### src/rtl/assert_macros.svh
// assertion macros included by the interpolator top level
`ifndef ASSERT_MACROS_SVH
`define ASSERT_MACROS_SVH
// implication checked on every rising clock edge outside reset
`define ASSERT_IMPL(label, clk, rst, ante, cons) \
  label: assert property (@(posedge clk) disable iff (rst) (ante) |-> (cons)) \
    else $error("assertion failed");
// next-cycle implication checked outside reset
`define ASSERT_NEXT(label, clk, rst, ante, cons) \
  label: assert property (@(posedge clk) disable iff (rst) (ante) |=> (cons)) \
    else $error("assertion failed");
`endif

### src/rtl/pli_ram.sv
// generic single-port ram with registered read
module pli_ram #(
  parameter int Width = 32,
  parameter int Depth = 64
) (
  input  logic                     clk,
  input  logic                     we,
  input  logic [$clog2(Depth)-1:0] addr,
  input  logic [Width-1:0]         wdata,
  output logic [Width-1:0]         rdata
);
  logic [Width-1:0] mem [Depth];
  always_ff @(posedge clk) begin
    if (we) mem[addr] <= wdata;
    rdata <= mem[addr];
  end
endmodule

### config.mk
export PLATFORM = sky130hd
export DESIGN_NAME = pli_ram
export DESIGN_NICKNAME = d
export VERILOG_FILES = /design/src/rtl/assert_macros.svh /design/src/rtl/pli_ram.sv
export SDC_FILE = /design/constraint.sdc
export NUM_CORES = 2
export LEC_CHECK = 0
export ABC_AREA = 1
export BUFFER_PORTS_ARGS = -buffer_cell sky130_fd_sc_hd__buf_2
export CAP_MARGIN = 10
export CORE_MARGIN = 5
export CORE_UTILIZATION = 35
export CTS_CLUSTER_SIZE = 20
export DETAILED_ROUTE_END_ITERATION = 10
export PLACE_DENSITY_LB_ADDON = 0.12
export SLEW_MARGIN = 25
export SYNTH_ARGS = -nofsm -noshare
export SYNTH_HDL_FRONTEND = slang
export SYNTH_SLANG_ARGS = --single-unit
### constraint.sdc
create_clock -name clk -period 11.07 [get_ports clk]
set_clock_uncertainty 0.05 [all_clocks]
set_input_delay 1.107 -clock clk [delete_from_list [all_inputs] [get_ports clk]]
set_output_delay 1.107 -clock clk [all_outputs]
set_load 0.02 [all_outputs]
======== After elaboration in Yosys (flattened, before gate mapping) ========
Memories as Yosys holds them, arrays and structs flattened. A register that Yosys moved wholly into a read port is not among the register bits.
Index checks and enable logic that the tools add are counted.
storage, ports and cells
  word-level logic and storage cells ...... 3
  register bits ........................... 0
  input port bits ......................... 40
  memory bits (writable) .................. 2048
  output and inout port bits .............. 32
  memories ................................ 1
memories
  memory  depth  width  rd ports  clocked after memory_dff  wr ports  RTL line       text
  mem     64     32     1         1                         1         pli_ram.sv:12  logic [Width-1:0] mem [Depth];
operators by class
  muxes and demuxes ....................... 2
operator list
  cell     count
  $mux W1  2

======== Depth between registers and ports, before layout ========
  depth in word-level cells ............... 2
  gate-level depth with buffers ........... 15
  gate-level depth less buffers ........... 11

======== Least setup slack after synthesis ========
Ideal clock, no wire load.
  kind .................................... input to register
  start ................................... input port addr[0]
  end ..................................... memory mem[41][0] (enable)
  buffers on the path ..................... 4
  data required time ...................... 10518 ps
  setup slack ............................. 5628 ps
  stages .................................. 6
  data arrival time ....................... 4890 ps
  library setup time ...................... 502 ps
  cells stage by stage .................... buf_4 inv_2 buf_6 buf_4 buf_2 nor4_1
RTL lines
  item             RTL line       text
  start, declared  pli_ram.sv:8   input logic [$clog2(Depth)-1:0] addr,
  end, declared    pli_ram.sv:12
No word-level cell before the write port.

==> impl_metrics.json <==
{
  "outcome": "finished, final reports clean",
  "drt_iter0_drc": 5251,
  "cts_tree": "done",
  "final_max_slew_viol_count": 0,
  "grt_usage_pct": 21.5,
  "die_area_um2": 257000,
  "drc": 0,
  "antenna_found_initial": 16,
  "avgViaCountPerCell": 4.87,
  "path_clk_slew_ns": 0.06,
  "grt_overflow": 0,
  "path_class": "in2reg",
  "seq_area_um2": 62100,
  "ys_ff_latch": 2080,
  "irDropWorstVdd_mv": 0.136,
  "synthAdderAreaFrac_pct": 0,
  "rsz0062_at_grt": "false",
  "cts_buffers": 225,
  "insertion_delay_ns": 0.88,
  "clk_path_buf_depth": 3,
  "rrSetupSlack_ns": 8.84,
  "area_growth_pct": 13.3,
  "grt_max_degree": 178,
  "synth_top_area_cell": "edfxtp_1",
  "die_w_um": 507,
  "seq_area_frac_synth_pct": 71.8,
  "hold_viol": 0,
  "synth_top_family_by_area": "simple AND/OR/NAND/NOR gates",
  "multiInputGateArea_um2": 22800,
  "total_power_mw": 17.1,
  "io_buffer_count": 71,
  "critPathArrivalTime_ns": 5.46,
  "synthesis.nets": 8480,
  "drtAntennaViolNets": 0,
  "hpwl_um": 150000,
  "muxShareOfSynthArea_pct": 0,
  "wire_per_inst_um": 23.8,
  "nFillCells": 24032,
  "start_util_pct": 35.2,
  "yosys_warnings": 0,
  "gp_congestion": 0.782,
  "grt_first_pass_wirelength_um": 405000,
  "synthesis.instances": 8440,
  "power_density_nw_per_um2": 175,
  "drv_cap": 0,
  "synth_area_leaders": "edfxtp_1, nand2_1, buf_2, dfxtp_1, nor2_1",
  "synth.distinct_cells": 21,
  "worst-endpoint-required_ns": 11.83,
  "final_nets": 8521,
  "crit_path_start_kind": "input pin",
  "dr.pass1.iters": 5,
  "synth-compound-area-share_pct": 0.0839,
  "die_y_um": 507,
  "synthesis.area_um2": 86500,
  "cp_max_fo": 80,
  "end_kind": "register",
  "cts_resized": 0,
  "yosys.area.top_type_share_pct": 71.1,
  "core_um2": 246000,
  "post_cts_buffers": 0,
  "syn-mean-instance-area_um2": 10.2,
  "vias": 57894,
  "io_pins": 72,
  "drive_gt1_share_pct": 7.37,
  "slew_headroom_pct": 26.4,
  "period_share_pct": 42.4,
  "period_needed_ns": 4.70,
  "leakage_nw": 40.4,
  "htree_levels": 4,
  "tightest_slew_ns": 1.10,
  "setup_viol": 0,
  "timing.fmax_mhz": 213,
  "hold_buffers": 0,
  "tns_ns": 0,
  "yosys.area_share.simple_pct": 25.7,
  "grt_pass1_vias": 55513,
  "wl_um": 283000,
  "placement_rows": 182,
  "clock-sinks": 2080,
  "hold_class": "in2reg",
  "synth_xor_area_share_pct": 0,
  "root_buffer": "clkbuf_16"
}
## where the power goes
part           switching [mW]  internal (mW)
Sequential             0.0320           8.72
Combinational           0.855          0.229
Clock                    3.15           4.12
## flip-flops by register name, indices dropped and copies added (netlist names)
register / count
rdata: 32
mem: 2048
## path summary, 6_finish.rpt
| check | startpoint | end | cells past startpoint |
|---|---|---|---|
| setup / recovery | addr[0] | rdata[25] | 14 |
| hold / removal | wdata[8] | mem[44][8] | 1 |
| setup reg to reg | mem[5][18] | rdata[18] | 10 |
| hold reg to reg | mem[56][28] | rdata[28] | 10 |
## placed cells by master, fill, tap and decap left out, drive strengths merged
cell and count:
nand2 5728, edfxtp 2048, clkbuf 325, buf 236
nor2 137, clkinv 77, inv 35, dfxtp 32
nand3 13, nor3 8, diode 7, o21ai 7
bufinv 6, or2 6, o211ai 5, nor4 2
nand4 2, clkinvlp 2
## routing by layer
metal | vias to the layer above | routed length [um] | global-route usage [%]
met3 | 314 | 14600 | 2.81
met1 | 28721 | 129000 | 30.5
met2 | 1496 | 134000 | 35.6
li1 | 27363 | - | -
met5 | - | 0 | 0
met4 | 0 | 5260 | 4.49
## synthesized netlist by cell type, drive strengths merged
cell type,number
nor2,137
or2,6
nor3,8
o21ai,7
buf,286
clkbuf,136
dfxtp,32
nand4,2
inv,30
o211ai,5
edfxtp,2048
nor4,2
nand2,5728
nand3,13
## critical path: stages
cell,delay [ns]
buf_8,0.37
buf_4,0.75
buf_4,0.86
buf_4,0.91
nand2_1,0.10
nand2_1,0.11
nand2_1,0.05
nand2_1,0.09
nand2_1,0.05
nand2_1,0.13
nand2_1,0.07
nand2_1,0.37
nor2_1,0.14
nand2_1,0.08
## layout make-up
type	count	area share [%]
Sequential cell	2080	63.4
Multi-Input combinational cell	5908	23.3
Clock buffer	325	6.49
Tap cell	3220	4.11
Timing Repair Buffer	236	1.79
Clock inverter	90	0.742
Inverter	30	0.138
Antenna cell	7	0.0179
## logic make-up (layout without fill, tap and decap cells)
family                 Yosys count  after routing
AND/OR/NAND/NOR               5896           5896
flip-flops                    2080           2080
AO/OA/AOI/OAI                   12             12
other                            0              7
buffers and inverters          452            681
## metrics by stage
| stage | cell area (um2) | util (%) | hold slack (ns) | setup WS, ns | cells |
|---|---|---|---|---|---|
| 6_report | 98000 | 39.8 | 0.628 | 6.37 | 11896 |
| 5_1_grt | 98000 | 39.8 | 0.571 | 6.04 | 11891 |
| 3_3_place_gp | 90900 | 36.9 | 0.736 | 5.43 | 11473 |
| 4_1_cts | 98000 | 39.8 | 0.539 | 6.42 | 11889 |
| 2_1_floorplan | 86500 | - | 0.558 | 5.63 | 8440 |
| 3_5_place_dp | 90900 | 37.0 | 0.742 | 5.44 | 11474 |
Note: power is estimated with default switching activity, not from simulation.
